==> src/hw/rtl/iir_df2t_pkg.sv <==
// Shared types and constants for the third-order DF2T IIR filter.
// No dependencies; imported by the coefficient interface and all filter modules.
package iir_df2t_pkg;

    localparam int COEF_BITS    = 18;
    localparam int DELAY_BITS   = 40;
    localparam int CFG_IDX_BITS = 3;
    localparam int NUM_COEFS    = 7;

    localparam logic [CFG_IDX_BITS-1:0] REG_NUM_COEF_0 = 3'd0;
    localparam logic [CFG_IDX_BITS-1:0] REG_NUM_COEF_1 = 3'd1;
    localparam logic [CFG_IDX_BITS-1:0] REG_NUM_COEF_2 = 3'd2;
    localparam logic [CFG_IDX_BITS-1:0] REG_NUM_COEF_3 = 3'd3;
    localparam logic [CFG_IDX_BITS-1:0] REG_DEN_COEF_1 = 3'd4;
    localparam logic [CFG_IDX_BITS-1:0] REG_DEN_COEF_2 = 3'd5;
    localparam logic [CFG_IDX_BITS-1:0] REG_DEN_COEF_3 = 3'd6;

    // 1.0 in Q3.14
    localparam logic signed [COEF_BITS-1:0] NUM_COEF_0_RESET = 18'sd16384;

    typedef enum logic [1:0] {
        S_IDLE,
        S_CALC,
        S_UPD
    } t_state;

    typedef struct packed {
        logic mul_en;
        logic upd_en;
    } t_cell_ctl;

endpackage

==> src/hw/rtl/iir_df2t_cell.sv <==
// One delay cell of the transposed chain: holds one 40-bit delay term and
// takes its neighbor's term each update. Depends on iir_df2t_pkg.
module iir_df2t_cell import iir_df2t_pkg::*; #(
    parameter int SAMPLE_BITS = 16
) (
    input  logic                          i_clk,
    input  logic                          i_rst_n,
    input  t_cell_ctl                     i_ctl,
    input  logic signed [SAMPLE_BITS-1:0] i_x,
    input  logic signed [SAMPLE_BITS-1:0] i_y,
    input  logic signed [COEF_BITS-1:0]   i_num_coef,
    input  logic signed [COEF_BITS-1:0]   i_den_coef,
    input  logic signed [DELAY_BITS-1:0]  i_next,
    output logic signed [DELAY_BITS-1:0]  o_delay,
    output logic                          o_sat
);

    localparam int PW = COEF_BITS + SAMPLE_BITS;
    localparam int VW = ((PW > DELAY_BITS) ? PW : DELAY_BITS) + 2;

    logic signed [PW-1:0]         r_nx;
    logic signed [PW-1:0]         w_dy;
    logic signed [VW-1:0]         w_sum;
    logic                         w_ovf;
    logic signed [DELAY_BITS-1:0] n_delay;
    logic signed [DELAY_BITS-1:0] r_delay;

    always_comb begin
        w_dy  = i_den_coef * i_y;
        w_sum = VW'(i_next) + VW'(r_nx) - VW'(w_dy);
        w_ovf = !((&w_sum[VW-1:DELAY_BITS-1]) || !(|w_sum[VW-1:DELAY_BITS-1]));
        if (w_ovf) begin
            n_delay = w_sum[VW-1] ? {1'b1, {(DELAY_BITS-1){1'b0}}}
                                  : {1'b0, {(DELAY_BITS-1){1'b1}}};
        end else begin
            n_delay = w_sum[DELAY_BITS-1:0];
        end
    end

    always_ff @(posedge i_clk) begin
        if (i_ctl.mul_en) begin
            r_nx <= i_num_coef * i_x;
        end
    end

    always_ff @(posedge i_clk) begin
        if (!i_rst_n) begin
            r_delay <= '0;
        end else if (i_ctl.upd_en) begin
            r_delay <= n_delay;
        end
    end

    assign o_delay = r_delay;
    assign o_sat   = w_ovf;

endmodule

==> config.mk <==
export PLATFORM = sky130hd
export DESIGN_NAME = iir_df2t_cell
export DESIGN_NICKNAME = d
export VERILOG_FILES = /design/src/hw/rtl/iir_df2t_pkg.sv /design/src/hw/rtl/iir_df2t_cell.sv
export SDC_FILE = /design/constraint.sdc
export NUM_CORES = 2
export LEC_CHECK = 0
export BUFFER_PORTS_ARGS = -buffer_cell sky130_fd_sc_hd__buf_2
export CORE_MARGIN = 2
export CORE_UTILIZATION = 45
export CTS_BUF_LIST = sky130_fd_sc_hd__clkbuf_8
export CTS_CLUSTER_SIZE = 20
export DETAILED_ROUTE_END_ITERATION = 10
export PLACE_DENSITY = 0.72
export SYNTH_ARGS = -nofsm -noshare
export SYNTH_HDL_FRONTEND = slang
export SYNTH_SLANG_ARGS = --single-unit
==> constraint.sdc <==
create_clock -name i_clk -period 30.1 [get_ports i_clk]
set_input_delay 6.02 -clock i_clk [delete_from_list [all_inputs] [get_ports i_clk]]
set_output_delay 6.02 -clock i_clk [all_outputs]
set_load 0.01 [all_outputs]
======== After elaboration in Yosys (flattened, before gate mapping) ========
Index checks and enable logic that the tools add are counted.
word-level totals
  output and inout bits ................... 41
  register bits ........................... 74
  input port bits ......................... 112
  word-level logic and storage cells ...... 13
cells by class
  add/sub/neg operators ................... 2
  multiplexer cells ....................... 2
  reductions and logical operators ........ 5
  $mul .................................... 2
operator list
  kind                count
  $mux W40            2
  $mul A18 B16 Y34    2
  $sub A41 B34 Y42    1
  $add A40 B34 Y41    1
  $reduce_and A3 Y1   1
  $reduce_or A3 Y1    1
  $logic_not A1 Y1    2
  $logic_or A1 B1 Y1  1

======== Longest topological paths before layout ========
  depth after elaboration ................. 6
  depth in mapped cells ................... 29
  mapped depth without buffers ............ 25

======== Least setup slack after synthesis ========
No wires, ideal clock.
  kind .................................... input-to-output
  from .................................... input port i_den_coef[17]
  to ...................................... output port o_sat
  buffers on the path ..................... 2
  data arrival time ....................... 12.708 ns
  slack ................................... 11.372 ns
  data required time ...................... 24.080 ns
  cell stages on the path ................. 24
  path through ............................ clkbuf_1 -> nand2_1 -> inv_1 -> fa_1 -> inv_1 -> fa_1 -> inv_1 -> fa_1 -> inv_1 -> fa_1 -> fa_1 -> inv_1 -> fa_1 -> inv_1 -> ha_1 -> clkbuf_1 -> a21o_1 -> a21o_1 -> a2111oi_0 -> o21bai_1 -> o22ai_1 -> o311ai_1 -> xor2_1 -> mux2i_1
between the ends
  longest elaborated chain between the ends .. 6
  elaborated cells on any way between the ends .. 7
  classes of those cells .................. add/sub (1); mul (1); reduce/logical (5)
RTL lines
  what                    RTL line             text
  start: declaration      iir_df2t_cell.sv:12  input logic signed [COEF_BITS-1:0] i_den_coef,
  $mul A18 B16 Y34 (*)    iir_df2t_cell.sv:29  w_dy = i_den_coef * i_y;
  $sub A41 B34 Y42 (*)    iir_df2t_cell.sv:30  w_sum = VW'(i_next) + VW'(r_nx) - VW'(w_dy);
  $reduce_or A3 Y1        iir_df2t_cell.sv:31  w_ovf = !((&w_sum[VW-1:DELAY_BITS-1]) || !(|w_sum[VW-1:DELAY_BITS-1]));
  $logic_not A1 Y1        iir_df2t_cell.sv:31
  $logic_or A1 B1 Y1 (*)  iir_df2t_cell.sv:31
  $logic_not A1 Y1 (*)    iir_df2t_cell.sv:31
  end: declaration        iir_df2t_cell.sv:15  output logic o_sat
Every way passes the cells marked *; elsewhere a longest branch is shown, timed or not.

======== Worst setup path in the final report ========
  from .................................... input port i_y[2]
  to ...................................... output port o_sat
between the ends
  longest elaborated chain between the ends .. 6
  elaborated cells on any way between the ends .. 7
  classes of those cells .................. add/sub (1); mul (1); reduce/logical (5)
RTL lines
  what                    RTL line             text
  start: declaration      iir_df2t_cell.sv:10  input logic signed [SAMPLE_BITS-1:0] i_y,
  $mul A18 B16 Y34 (*)    iir_df2t_cell.sv:29
  $sub A41 B34 Y42 (*)    iir_df2t_cell.sv:30
  $reduce_or A3 Y1        iir_df2t_cell.sv:31
  $logic_not A1 Y1        iir_df2t_cell.sv:31
  $logic_or A1 B1 Y1 (*)  iir_df2t_cell.sv:31
  $logic_not A1 Y1 (*)    iir_df2t_cell.sv:31
Marks and branches as above.

==> implementation parameters <==
Parameter                              Value

Detailed routing
  Vias per inst ... 4.96
  Number of vias in the routed layout ... ~20,000
  Wire per inst ... 16.6 um
  Number of nets with antenna violations after detailed routing ... 0
  Number of search-and-repair iterations in the first detailed-routing pass ... 5
  Violation count after the first detailed-routing iteration ... about 1,200
  DRC violations left ... 0
  WL final ... 66.5 mm

Floorplanning
  Cell Rows ... 92
  Starting Density ... 0.453
  Die span in y ... roughly 260 um
  Number of top-level design ports ... 153
  Die Span X ... 256 um
  Area of the die ... between 60,000 and 70,000 sq um
  Core area ... 62,900 sq um

STA
  Post-layout minimum cycle time ... 19,310 ps
  Max Clock Freq ... between 50 and 60 MHz
  Setup TNS ... 0 ps
  Final Hold Violating Endpoints ... 0
  Largest clock skew in the final design ... 18.8 ps
  Final setup violation count ... 0
  Setup repair after global routing missed its margin ... no
  Transition at the pin with the smallest max-transition slack ... about 1200 ps
  Final clock period utilization by the worst path ... 0.642
  Number of pins exceeding their max-slew limit in the final report ... 0
  Worst rel slew slack ... 0.215
  Setup ws final ... between 10,000 and 15,000 ps

Yosys
  Average cell area after synthesis ... 9.19 sq um
  Post-synthesis sequential element count ... 74
  Post-synthesis sequential area ratio ... 0.0639
  Number of warnings issued by yosys ... 0
  Post-synth cell types ... 63
  Post-synthesis async set-or-reset flop share ... 0
  Synthesized Nets ... 4,109
  Synth Flop Type ... dfxtp_1
  Gate count of the mapped netlist ... 3,101
  Area of the mapped netlist ... roughly 28,000 sq um
  Post-synth EDFFs ... 34

Global routing
  Pin count of the biggest net entering global routing ... 43
  Number of global-route vias before repair ... 21,900
  Number of antenna violations at the first check in global routing ... 4
  Global route total overflow ... 0
  Global-route wire length before repair ... 114 mm
  Total track usage ... 0.216

Clock network
  Worst skew pair latency ... 390 ps
  Quantity of gates resized following cts ... 0
  CTS tree ... yes
  Deepest level of the CTS H-tree ... 3
  Total CTS buffers ... 9
  # hold bufs at CTS ... 0
  Clk pin slew, worst setup/hold paths ... approximately 100 ps
  Buffers inserted by post-CTS timing repair ... 0
  CTS root buf ... clkbuf_8
  CTS Buffer Depth ... 2
  Sinks on the clock net ... 74

Placement
  Number of buffers inserted by port buffering ... 152
  Half-perimeter wire length of the detailed placement result ... around 57 mm
  Routability Congestion ... 0.908
  Minimum setup slack after placement ... 10,830 ps

Worst setup path
  Largest driver fanout on the critical path ... 18
  Sort of element at the end of the critical path ... primary output
  Startpoint Class ... input pin
  Required time worst endpoint ... approximately 24,000 ps
  Critical path start-end classification ... input pin to primary output
  Arrival time of data at the critical path endpoint ... 13,290 ps

Worst hold path
  Hold crit path type ... flip-flop to flip-flop

Cells and area
  Share of layout cells above drive strength 1 ... 0.0685
  Net count of the finished layout ... approximately 4,200
  Layout overhead on the synthesized area ... 5.82%

Run
  Number of violations of the max-capacitance limit ... 0

Run status
  Result of the run ... finished clean
==> cells in the final DEF (no fill, tap or decap), types with 45 or more instances in the layout <==
cell and count:
inv_1 968, fa_1 704, nand2_1 339, and2_1 232, ha_1 192, buf_2 152
a21oi_1 67, xnor2_1 66, a21o_1 48, nor2_1 45
==> per-stage QoR <==
stage,util,instance area (sq um),hold WS (ps),cells
floorplan,-,28500,501,3101
global placement,0.476,29900,512,3998
detailed placement,0.476,29900,512,3998
CTS,0.480,30200,537,4014
global route,0.480,30200,558,4015
finish,0.480,30200,538,4015
==> worst max-delay path, stage by stage <==
cell and delay, ps:
buf_2 290, nand2_1 190, fa_1 710, inv_1 130, fa_1 860, fa_1 500, inv_1 90, fa_1 420
fa_1 500, inv_1 60, fa_1 480, inv_1 50, ha_1 410, and3_1 230, nand2_1 70, nor3_1 400
nand4_1 210, a211oi_1 830, or4_1 220, nand4_1 90, and2_1 190, mux2i_1 130, buf_2 220
==> Yosys cell counts, types with 21 or more instances <==
cell | n | area, sq um
a21o_1 | 48 | 360
a21oi_1 | 67 | 335
and2_1 | 232 | 1450
clkbuf_1 | 95 | 357
dfxtp_1 | 40 | 801
edfxtp_1 | 34 | 1020
fa_1 | 704 | 14100
ha_1 | 192 | 2400
inv_1 | 968 | 3630
nand2_1 | 339 | 1270
nor2_1 | 45 | 169
o21ai_0 | 25 | 125
o221a_2 | 32 | 360
xnor2_1 | 66 | 578
xor2_1 | 21 | 184
==> per-layer routing <==
| metal | global-route usage | part of all wire | routed length, um | vias to the layer above |
|---|---|---|---|---|
| met3 | 0.0416 | 0.075 | 5000 | 97 |
| met1 | 0.295 | 0.43 | 28900 | 10100 |
| li1 | - | - | - | 9072 |
| met5 | 0 | 0.00080 | 53 | - |
| met4 | 0.0572 | 0.023 | 1500 | 8 |
| met2 | 0.355 | 0.47 | 31100 | 650 |
==> cells by family (layout without fill, tap and decap cells) <==
family                   count (synthesis)  count (layout)  synth area share
other                                    0               1                 0
flip-flops                              74              74            0.0639
multiplexers                             2               2          0.000702
AND/OR/NAND/NOR                        718             718             0.123
buffers and inverters                 1074            1141             0.143
XOR/XNOR                                87              87            0.0267
AO/OA/AOI/OAI                          250             250            0.0643
adder cells (fa/ha/maj)                896             896             0.579
==> layout make-up <==
| cell class | count | area (sq um) |
|---|---|---|
| Clock buffer | 9 | 124 |
| Multi-Input combinational cell | 1953 | 22600 |
| Antenna cell | 1 | 2.50 |
| Tap cell | 846 | 1060 |
| Clock inverter | 7 | 101 |
| Inverter | 969 | 3640 |
| Fill cell | 5952 | 32700 |
| Sequential cell | 74 | 1820 |
| Timing Repair Buffer | 156 | 791 |
==> registers in the layout, indices dropped and copies added (netlist names) <==
| name | flops |
|---|---|
| o_delay | 40 |
| r_nx | 34 |
==> worst paths after layout <==
| check | end | startpoint | slack (ps) | cells after the start |
|---|---|---|---|---|
| setup / recovery | o_sat | i_y[2] | 10790 | 23 |
| setup reg to reg | o_delay[9] | r_nx[25] | 23520 | 19 |
| hold / removal | o_delay[30] | o_delay[30] | 540 | 1 |
| hold reg to reg | o_delay[30] | o_delay[30] | 540 | 1 |
Power is not shown: default switching activity piles up to over one toggle a cycle in this logic, so the estimate is an artifact.
