$ cat src/hw/rtl/iir_df2t_pkg.sv
// Shared types and constants for the third-order DF2T IIR filter.
// No dependencies; imported by the coefficient interface and all filter modules.
package iir_df2t_pkg;

    localparam int COEF_BITS    = 18;
    localparam int DELAY_BITS   = 40;
    localparam int CFG_IDX_BITS = 3;
    localparam int NUM_COEFS    = 7;

    localparam logic [CFG_IDX_BITS-1:0] REG_NUM_COEF_0 = 3'd0;
    localparam logic [CFG_IDX_BITS-1:0] REG_NUM_COEF_1 = 3'd1;
    localparam logic [CFG_IDX_BITS-1:0] REG_NUM_COEF_2 = 3'd2;
    localparam logic [CFG_IDX_BITS-1:0] REG_NUM_COEF_3 = 3'd3;
    localparam logic [CFG_IDX_BITS-1:0] REG_DEN_COEF_1 = 3'd4;
    localparam logic [CFG_IDX_BITS-1:0] REG_DEN_COEF_2 = 3'd5;
    localparam logic [CFG_IDX_BITS-1:0] REG_DEN_COEF_3 = 3'd6;

    // 1.0 in Q3.14
    localparam logic signed [COEF_BITS-1:0] NUM_COEF_0_RESET = 18'sd16384;

    typedef enum logic [1:0] {
        S_IDLE,
        S_CALC,
        S_UPD
    } t_state;

    typedef struct packed {
        logic mul_en;
        logic upd_en;
    } t_cell_ctl;

endpackage

$ cat src/hw/rtl/iir_df2t_head.sv
// Output stage: b0*x + first delay term, round half up, saturate to a sample.
// Depends on iir_df2t_pkg.
module iir_df2t_head import iir_df2t_pkg::*; #(
    parameter int SAMPLE_BITS    = 16,
    parameter int COEF_FRAC_BITS = 14
) (
    input  logic                          i_clk,
    input  t_cell_ctl                     i_ctl,
    input  logic signed [SAMPLE_BITS-1:0] i_x,
    input  logic signed [COEF_BITS-1:0]   i_coef,
    input  logic signed [DELAY_BITS-1:0]  i_delay,
    output logic signed [SAMPLE_BITS-1:0] o_y,
    output logic                          o_clip
);

    localparam int PW = COEF_BITS + SAMPLE_BITS;
    localparam int AW = ((PW > DELAY_BITS) ? PW : DELAY_BITS) + 1;

    logic signed [PW-1:0]          w_prod;
    logic signed [AW-1:0]          w_acc;
    logic signed [AW:0]            w_rnd;
    logic signed [AW:0]            w_shift;
    logic                          w_ovf;
    logic signed [SAMPLE_BITS-1:0] w_y;
    logic signed [SAMPLE_BITS-1:0] r_y;
    logic                          r_clip;

    always_comb begin
        w_prod  = i_coef * i_x;
        w_acc   = AW'(w_prod) + AW'(i_delay);
        w_rnd   = (AW+1)'(w_acc)
                + $signed({{(AW+1-COEF_FRAC_BITS){1'b0}}, 1'b1, {(COEF_FRAC_BITS-1){1'b0}}});
        w_shift = w_rnd >>> COEF_FRAC_BITS;
        w_ovf   = !((&w_shift[AW:SAMPLE_BITS-1]) || !(|w_shift[AW:SAMPLE_BITS-1]));
        if (w_ovf) begin
            w_y = w_shift[AW] ? {1'b1, {(SAMPLE_BITS-1){1'b0}}}
                              : {1'b0, {(SAMPLE_BITS-1){1'b1}}};
        end else begin
            w_y = w_shift[SAMPLE_BITS-1:0];
        end
    end

    always_ff @(posedge i_clk) begin
        if (i_ctl.mul_en) begin
            r_y    <= w_y;
            r_clip <= w_ovf;
        end
    end

    assign o_y    = r_y;
    assign o_clip = r_clip;

endmodule

$ cat config.mk
export PLATFORM = sky130hd
export DESIGN_NAME = iir_df2t_head
export DESIGN_NICKNAME = d
export VERILOG_FILES = /design/src/hw/rtl/iir_df2t_pkg.sv /design/src/hw/rtl/iir_df2t_head.sv
export SDC_FILE = /design/constraint.sdc
export NUM_CORES = 1
export LEC_CHECK = 0
export BUFFER_PORTS_ARGS = -buffer_cell sky130_fd_sc_hd__buf_2
export CAP_MARGIN = 20
export CORE_MARGIN = 4
export CORE_UTILIZATION = 40
export DETAILED_ROUTE_END_ITERATION = 8
export PLACE_DENSITY = 0.69
export SYNTH_ARGS = -nofsm -noshare
export SYNTH_HDL_FRONTEND = slang
export SYNTH_SLANG_ARGS = --single-unit
$ cat constraint.sdc
create_clock -name i_clk -period 7.4 [get_ports i_clk]
set_input_delay 0 -clock i_clk [delete_from_list [all_inputs] [get_ports i_clk]]
set_output_delay 0 -clock i_clk [all_outputs]
set_load 0.05 [all_outputs]
# After elaboration in Yosys (flattened, before gate mapping)
# Index checks and enable logic that the tools add are counted.
[classes] n_addsub=2 n_mul=1 div=0 magnitude_cmp=0 eq_ne=0 n_shift=0 mux=2 n_bitwise=0 reduce_logical=5
[op_table] operator="41-bit by 15-bit adder with 42-bit output (second input constant)" count=1
[op_table] operator="34-bit by 40-bit adder with 41-bit output" count=1
[op_table] operator="18-bit by 16-bit multiplier with 34-bit output" count=1
[op_table] operator="16-bit two-way mux" count=2
[op_table] operator="13-bit AND reduction" count=1
[op_table] operator="13-bit OR reduction" count=1
[op_table] operator="1-bit zero test" count=2
[op_table] operator="1-bit logical OR" count=1
[totals] reg_bits=17 latchBits=0 mem_bits_rw=0 rom_bits=0 out_inout_bits=17 wordCells=12 memories=0

# Longest topological paths before layout
# Gate-level depths: netlist (run 1).
[logic_depth] word_depth=7 depth_mapped=27 mapped_depth_nobuf=24

# Worst setup path after synthesis (run 1)
# Ideal clock, no wire load.
[synth_timing] path_type="input to register" start="input port i_x[1]" end="register r_y[14], in the netlist o_y[14] (data pin)" setup_time_ps=257 arrival_time_ps=6621 t_required_ps=7143 path_slack_ps=522 cell_stages=23 cell_sequence="clkbuf_1 -> nand2_1 -> inv_1 -> fa_1 -> fa_1 -> fa_1 -> inv_1 -> fa_1 -> inv_1 -> fa_1 -> fa_1 -> ha_1 -> clkbuf_1 -> and3_1 -> a311o_1 -> a2111oi_0 -> o21bai_1 -> or3_1 -> a22oi_1 -> and4_1 -> a21o_2 -> buf_6 -> o21ai_2"
[synth_between] elab_chain_cells=7 word_cells_on_any_way=9
[synth_rtl] element="start, declared" line="iir_df2t_head.sv:9" text="input logic signed [SAMPLE_BITS-1:0] i_x,"
[synth_rtl] element="18-bit by 16-bit multiplier with 34-bit output *" line="iir_df2t_head.sv:29" text="w_prod = i_coef * i_x;"
[synth_rtl] element="34-bit by 40-bit adder with 41-bit output *" line="iir_df2t_head.sv:30" text="w_acc = AW'(w_prod) + AW'(i_delay);"
[synth_rtl] element="41-bit by 15-bit adder with 42-bit output *" line="iir_df2t_head.sv:32" text="+ $signed({{(AW+1-COEF_FRAC_BITS){1'b0}}, 1'b1, {(COEF_FRAC_BITS-1){1'b0}}});"
[synth_rtl] element="13-bit OR reduction" line="iir_df2t_head.sv:34" text="w_ovf = !((&w_shift[AW:SAMPLE_BITS-1]) || !(|w_shift[AW:SAMPLE_BITS-1]));"
[synth_rtl] element="1-bit zero test" line="iir_df2t_head.sv:34"
[synth_rtl] element="1-bit logical OR" line="iir_df2t_head.sv:34"
[synth_rtl] element="16-bit two-way mux *" line="iir_df2t_head.sv:35" text="if (w_ovf) begin"
[synth_rtl] element="via w_y[14]" line="iir_df2t_head.sv:24" text="logic signed [SAMPLE_BITS-1:0] w_y;"
[synth_rtl] element="end signal, assigned" line="iir_df2t_head.sv:45" text="r_y <= w_y;"
[synth_rtl] element="end, declared" line="iir_df2t_head.sv:25" text="logic signed [SAMPLE_BITS-1:0] r_y;"
# The timed path passes the listed nets; every way through them passes the cells marked *.
# A chain may end at the register's enable or synchronous reset.

# Final worst setup path (run 1)
[layout_timing] start="input port i_x[1]" end="register r_y[4], in the netlist o_y[4] (data pin)"
# The elaborated chain is that of the path after synthesis.

==> metrics.txt, run 1 <==
synth unique cells 60; top cells by area, synth fa_1 (51%), inv_1 (11%), ha_1 (9.9%); post-route minimum period a little under 7 ns; Hold Path Class primary input to register; initial antenna violation count 0; Slew headroom approximately a third; WL/cell about 17 um; unrepaired setup endpoints after global routing no; num rows between 60 and 70; Slew Limit Fails 0; post-synthesis cell count 1,552; CP max stage cell fa_1; placed insts 2,080; startpoint types primary input; cell mode on critical path fa_1; core area 34,800 sq um; worst slew pin tran 1.01 ns; Final TNS setup 0 ns; Starting Density about two fifths; vias in the first global route 11,800; GP Congestion 0.906; sequential fraction of the synthesis area 3.59%; DRT Pass-1 Iters 5; CP arrival a little under 7 ns; CTS tree done; pin count of the biggest net entering global routing 19; grt ovf 0; WHS 0.198 ns; detailed placer's ending HPWL 29.9 mm; Clock transition at path regs 0.05 ns; status finished clean; Max clock buf depth 2; Mapped Nets 2,102; full die area approximately 39,000 sq um; Via Count ~11,000; Max Cap Violations 0; Required @ worst endpoint 7.38 ns; Worst Path Max Fanout 17; Final setup viols 0; share of cells above drive strength 1 9.02%; die height 197 um; Clock Sinks 17; ANT cells 0; final worst-path cycle share about 90%; synth-to-layout area growth 8.17%; Max Clk Rate 0.146 GHz; CP peak stage delay 0.56 ns; dominant synthesized flop cell edfxtp_1; WL final between 30 and 40 mm; Avg Vias per Cell 5.07; gr usage total 19.0%; hold buffer count at cts 0; asr flop ratio synth 0%; drt drc 0; non-filler instance count after layout roughly 2,100; global-route wire length before repair ~60 mm; register bit total from synthesis 17; 1st-iter DRT viols 563; root cell of the clock tree clkbuf_16; Critical Path End Type register; nets 2,180; Die Wd 197 um; IO Pins 94; Post-synth EDFFs 17; critical path type primary input to register; fillers 3,382; clock buffer count from CTS 3; Post-DRT Antenna Nets 0; Synth top area share 50.7%; YS warnings 0; syn_area_per_cell just over 9 sq um; Port Buffers 92; Hold Fails Final Rpt 0; Mapped Area 14,200 sq um; post-synth top area cell fa_1; htree depth 1
==> cell type report <==
class	instances	area, sq um	area share (%)
multi-input cells	1083	12000	78.0
inverters	401	1510	9.79
well taps	455	569	3.70
repair buffers	124	713	4.64
clock buffers	4	78.8	0.512
flip-flops and latches	17	510	3.32
==> through the flow <==
step,cell area (sq um),utilization (%),setup slack [ns]
2_1_floorplan,14200,-,0.522
3_3_place_gp,15300,43.9,0.251
3_5_place_dp,15300,43.9,0.162
4_1_cts,15400,44.2,0.393
5_1_grt,15400,44.2,0.0672
6_report,15400,44.2,0.568
==> repair_timing <==
item,in CTS,in global routing
resized for setup,0,3
endpoints found under the setup margin,0,15
buffers inserted,0,0
==> Yosys cell counts (6+ instances only) <==
library cell    n
o21ai_2        10
and2_1        130
a21oi_1        45
o21ai_0        37
fa_1          360
o211ai_1        6
a21o_1          7
nand3_1        15
xnor2_1        18
nand4_1        17
and3_1          8
o21bai_1       10
nor3_1          8
xor2_1          8
ha_1          113
clkbuf_1       46
inv_1         400
nor2_1         42
edfxtp_1       17
a31oi_1         6
nand2_1       182
==> registers in the layout, indices dropped and copies added (netlist names) <==
name and flops:
o_clip 1, o_y 16
==> critical path, delay by kind of cell <==
kind            cells  cell delay [ns]
fa+ha+maj           7             3.47
compound gates      6             1.37
simple gates        5             1.27
buf+inv             7             0.69
==> cells in the final DEF (no fill, tap or decap), types with 31 or more instances in the layout <==
master / Yosys / layout
a21oi_1: 45 / 45
inv_1: 400 / 400
buf_4: 0 / 31
nor2_1: 42 / 42
o21ai_0: 37 / 37
nand2_1: 182 / 182
buf_2: 3 / 92
fa_1: 360 / 359
and2_1: 130 / 130
ha_1: 113 / 113
==> metal layers <==
layer  GRT usage, %  wire [um]
met5              0          0
met3           1.64       1920
met2           34.3      17900
met1           24.9      14200
met4           4.40        962
==> logic make-up (layout without fill, tap and decap cells) <==
kind of cell,after synthesis,count (layout),share of synthesized area [%]
flip-flops,17,17,3.59
XOR/XNOR,26,26,1.60
buffers and inverters,452,529,12.1
adder cells (fa/ha/maj),473,473,60.6
multiplexers,2,2,0.150
AO/OA/AOI/OAI,158,158,7.25
AND/OR/NAND/NOR,424,424,14.7
==> final timing paths <==
check      from               end  slack (ns)  cells after the start
max      i_x[1]  o_y[4]$_DFFE_PP_        0.57                     25
min    i_ctl[1]  o_y[6]$_DFFE_PP_        0.20                      1
Power of run 1 is not shown: default switching activity piles up to over one toggle a cycle in this logic, so the estimate is an artifact.
==> inputs of run 2 (changes only) <==
--- a/config.mk
+++ b/config.mk
@@ -8,9 +8,9 @@
 export BUFFER_PORTS_ARGS = -buffer_cell sky130_fd_sc_hd__buf_2
 export CAP_MARGIN = 20
 export CORE_MARGIN = 4
-export CORE_UTILIZATION = 40
+export CORE_UTILIZATION = 59
 export DETAILED_ROUTE_END_ITERATION = 8
-export PLACE_DENSITY = 0.69
+export PLACE_DENSITY = 0.91
 export SYNTH_ARGS = -nofsm -noshare
 export SYNTH_HDL_FRONTEND = slang
 export SYNTH_SLANG_ARGS = --single-unit
==> run 2 against run 1 <==
- via count up 6.1%
- utilization up 20 points
- first-iteration DRC count up 51%
- sequential share of layout area about the same
- setup slack worse by 0.34 ns
- die area down 31%
- largest cell class unchanged
- global-route usage up 9.9 points
==> metrics.txt, run 2 (synthesized netlist as in run 1, its figures left out) <==
gr usage total between 20% and 30%; vias in the first global route 12,700; Clock transition at path regs 0.05 ns; initial antenna violation count 0; Worst Path Max Fanout 18; Hold Fails Final Rpt 0; Max clock buf depth 2; post-route minimum period between 7 and 8 ns; status finished clean; nets 2,177; Finished Cell Area roughly 15,000 sq um; Post-DRT Antenna Nets 0; WL/cell between 15 and 20 um; DRT Pass-1 Iters 5; startpoint types primary input; Final setup viols 0; global-route wire length before repair 60.8 mm; num rows between 50 and 60; DP Area 15,100 sq um; final worst-path cycle share roughly 97%; Largest register FFs 16; Max Cap Violations 0; 1st-iter DRT viols 850; Critical Path End Type register; Max Clk Rate 0.140 GHz; IO Pins 94; met2 track demand over resource between 50% and 60%; pin count of the biggest net entering global routing 19; Clock Sinks 17; Hold Path Class primary input to register; GR Layer Usage met3 4.19%; synth-to-layout area growth 6.78%; DP Worst Slack -0.0837 ns; Required @ worst endpoint 7.36 ns; hold buffer count at cts 0; Die Wd ~160 um; Avg Vias per Cell 5.77; share of cells above drive strength 1 8.92%; clock buffer count from CTS 3; most common cell after layout, fill and taps aside inv_1; worst slew pin tran approximately 1.1 ns; Slew headroom 28.1%; Via Count 11,200; critical path endpoint o_y[2]$_DFFE_PP_; core area 23,600 sq um; CTS tree done; Port Buffers 92; CP arrival just over 7 ns; ANT cells 0; Crit. Startpoint i_x[10]; htree depth 1; setup bufs post-CTS 0; Slew Limit Fails 0; Top Usage Layer GRT met2; routing usage on met1 33.7%; unrepaired setup endpoints after global routing no; Starting Density between 60% and 70%; final worst slack 0.232 ns; root cell of the clock tree clkbuf_16; commonest non-fill, non-tap cells in the layout inv_1 (400), fa_1 (359), nand2_1 (182); WL final 36.8 mm; grt ovf 0; Resized Gates After CTS 0; critical path type primary input to register; GP Congestion ~0.97; die height 163 um; full die area 26,600 sq um; detailed placer's ending HPWL 30.6 mm; drt drc 0
==> run 2: per-stage QoR <==
stage               setup TNS (ns)  util, %  hold WS (ns)  cells
finish                           0     64.3         0.194   1945
global route                     0     64.3         0.199   1945
CTS                              0     64.3         0.195   1945
detailed placement          -0.211     63.9         0.453   1941
global placement                 0     63.9         0.433   1941
floorplan                        0        -         0.112   1552
==> run 2: critical path, stage by stage <==
cell and delay [ns]:
buf_2 0.37, nand2_1 0.23, fa_1 0.79, fa_1 0.51
fa_1 0.57, fa_1 0.58, inv_1 0.08, fa_1 0.51
fa_1 0.43, ha_1 0.40, and3_1 0.25, a311o_1 0.43
a2111oi_0 0.42, o21bai_1 0.17, or3_1 0.37, a22oi_1 0.19
and4_1 0.26, a21o_2 0.35, o21ai_0 0.19
==> run 2: area by class of cell <==
| cell class | instances | area [sq um] |
|---|---|---|
| clock buffers | 3 | 75.1 |
| clock inverters | 1 | 5.00 |
| fillers | 1798 | 8430 |
| well taps | 319 | 399 |
| flip-flops and latches | 17 | 510 |
| inverters | 401 | 1510 |
| repair buffers | 121 | 691 |
| multi-input cells | 1083 | 12000 |
==> run 2: routing by layer <==
metal | wire (um) | vias to the layer above
met1 | 12600 | 5577
met5 | 0 | -
met4 | 2210 | 0
met3 | 3100 | 176
li1 | - | 4821
met2 | 18900 | 641
==> run 2: worst min-delay path by stage <==
stage	startpoint	end	slack, ns	depth (start not counted)
3_3_place_gp	i_ctl[1]	o_y[2]$_DFFE_PP_	0.43	1
5_1_grt	i_ctl[1]	o_y[5]$_DFFE_PP_	0.20	1
2_1_floorplan	i_ctl[1]	o_clip$_DFFE_PP_	0.11	0
4_1_cts	i_ctl[1]	o_y[9]$_DFFE_PP_	0.19	1
3_5_place_dp	i_ctl[1]	o_y[3]$_DFFE_PP_	0.45	1
6_report	i_ctl[1]	o_y[5]$_DFFE_PP_	0.19	1
Power of run 2 is left out for the same reason.
==> inputs of run 3 (changes only) <==
--- a/config.mk
+++ b/config.mk
@@ -5,12 +5,13 @@
 export SDC_FILE = /design/constraint.sdc
 export NUM_CORES = 1
 export LEC_CHECK = 0
+export ABC_AREA = 1
 export BUFFER_PORTS_ARGS = -buffer_cell sky130_fd_sc_hd__buf_2
 export CAP_MARGIN = 20
 export CORE_MARGIN = 4
-export CORE_UTILIZATION = 59
+export CORE_UTILIZATION = 55
 export DETAILED_ROUTE_END_ITERATION = 8
-export PLACE_DENSITY = 0.91
+export PLACE_DENSITY = 0.86
 export SYNTH_ARGS = -nofsm -noshare
 export SYNTH_HDL_FRONTEND = slang
 export SYNTH_SLANG_ARGS = --single-unit
==> run 3 against run 2 <==
- routed wire length grew 0.24%
- area after synthesis increased by 5.8%
- non-clock buffer count shrank 21
- die area up 13%
- maximum frequency rose by 6.5%
- flip-flop and latch count stayed put
- setup slack better by 0.44 ns
- critical path type unchanged
- highest routed layer unchanged
==> metrics.txt, run 3 <==
asr flop ratio synth 0%; Required @ worst endpoint 7.39 ns; fillers 2,316; post-synthesis cell count 1,953; DP Worst Slack ~0.46 ns; WHS slightly below 0.2 ns; full die area 30,100 sq um; root cell of the clock tree clkbuf_16; register bit total from synthesis 17; Clock transition at path regs approximately 0.05 ns; Final TNS setup 0 ns; 1st-iter DRT viols 772; Max Cap Violations 0; synth-to-layout area growth 5.12%; critical path type primary input to register; detailed placer's ending HPWL 31.6 mm; Mapped Nets 2,503; Largest register FFs 16; Avg Vias per Cell between 5 and 6; Max clock buf depth 2; nets 2,540; global-route wire length before repair 62.7 mm; Slew headroom 45.6%; setup bufs post-CTS 0; final worst slack 0.668 ns; IO Pins 94; core area 27,000 sq um; unrepaired setup endpoints after global routing no; clock buffer count from CTS 3; Hold Path Class primary input to register; Worst Path Max Fanout 19; sequential fraction of the synthesis area 3.39%; top-count cell post-synth inv_1; final worst-path cycle share 91.0%; Hold Fails Final Rpt 0; die height around 170 um; top cells by area, synth fa_1 (48%), inv_1 (15%), nand2_1 (14%); Resized Gates After CTS 0; dominant synthesized flop cell edfxtp_1; CTS tree done; gr usage total 25.5%; Die Wd between 150 and 200 um; worst slew pin tran slightly above 0.8 ns; Crit. Startpoint i_x[1]; WL final 36.9 mm; post-route minimum period 6.73 ns; WL/cell 15.8 um; share of cells above drive strength 1 6.59%; commonest non-fill, non-tap cells in the layout inv_1 (607), nand2_1 (549), fa_1 (360); initial antenna violation count 1; drt drc 0; syn_area_per_cell 7.70 sq um; Post-synth EDFFs 17; pin count of the biggest net entering global routing 24; hold buffer count at cts 0; htree depth 1; synth unique cells 39; GP Congestion ~0.94; Finished Cell Area between 15,000 and 20,000 sq um; YS warnings 0; status finished clean; post-synth top area cell fa_1; most frequent cells after synthesis inv_1 (607), nand2_1 (549), fa_1 (360), ha_1 (113), nor2_1 (90); DP Area 15,700 sq um; Via Count between 10,000 and 15,000; grt ovf 0; CP arrival 6.72 ns; Starting Density between 50 and 60%; Post-DRT Antenna Nets 0; num rows 60; most common cell after layout, fill and taps aside inv_1; Max Clk Rate 0.149 GHz; Synth top area share between 40 and 50%; Critical Path End Type register; Slew Limit Fails 0; Mapped Area about 15,000 sq um; Final setup viols 0; Clock Sinks 17; startpoint types primary input; Port Buffers 92; critical path endpoint o_y[6]$_DFFE_PP_; DRT Pass-1 Iters 5; vias in the first global route 13,600
[run 3: per-stage QoR]
step | std cells | util [%]
after floorplan | 1953 | -
after global placement | 2325 | 58.3
after detailed placement | 2325 | 58.3
after CTS | 2329 | 58.6
after global routing | 2331 | 58.7
final | 2331 | 58.7
[run 3: cell type report]
cell class | count | area [sq um] | area share, %
Tap cell | 341 | 427 | 2.70
Antenna cell | 1 | 2.50 | 0.0158
Clock inverter | 1 | 5.00 | 0.0317
Inverter | 609 | 2290 | 14.5
Sequential cell | 17 | 510 | 3.23
Multi-Input combinational cell | 1259 | 12000 | 75.7
Clock buffer | 3 | 75.1 | 0.475
Timing Repair Buffer | 100 | 538 | 3.40
[run 3: worst max-delay path: stages]
cell and delay (ns):
buf_2 0.46, nand2_1 0.23, inv_1 0.14, fa_1 0.54, fa_1 0.80, fa_1 0.49
inv_1 0.24, fa_1 0.55, inv_1 0.07, fa_1 0.53, inv_1 0.05, fa_1 0.48
inv_1 0.04, ha_1 0.36, a21oi_1 0.21, nor2_1 0.07, o21ai_0 0.15, nand2_1 0.07
a21oi_1 0.25, nand2_1 0.12, nand2_1 0.07, nand2_1 0.05, nor2_1 0.10, nand2_1 0.09
nor2_2 0.10, nand3_2 0.12, nand2_2 0.24, nand2_1 0.10
[run 3: cells by family (layout without fill, tap and decap cells)]
logic type / count (synthesis) / in the layout / share of synthesized area [%]
AND/OR/NAND/NOR: 707 / 707 / 18.8
buffers and inverters: 677 / 713 / 17.0
adder cells (fa/ha/maj): 473 / 473 / 57.3
AO/OA/AOI/OAI: 58 / 58 / 2.20
XOR/XNOR: 21 / 21 / 1.27
flip-flops: 17 / 17 / 3.39
other: 0 / 1 / 0
[run 3: worst min path at each step]
stage	from	end	slack [ns]	cells after the start
finish	i_ctl[1]	o_y[0]$_DFFE_PP_	0.19	1
global route	i_ctl[1]	o_y[4]$_DFFE_PP_	0.21	1
CTS	i_ctl[1]	o_y[4]$_DFFE_PP_	0.19	1
detailed placement	i_ctl[1]	o_y[4]$_DFFE_PP_	0.45	1
global placement	i_ctl[1]	o_y[0]$_DFFE_PP_	0.43	1
floorplan	i_ctl[1]	o_clip$_DFFE_PP_	0.11	0
[run 3: per-layer routing]
metal	share of wire (%)	vias to the layer above	wire, um	global-route usage, %
met2	50	570	18500	45.5
met4	4.9	0	1820	11.4
met3	8.5	136	3140	4.08
li1	-	5514	-	-
met5	0	-	0	0
met1	36	5860	13400	30.5
Power of run 3 is left out for the same reason.
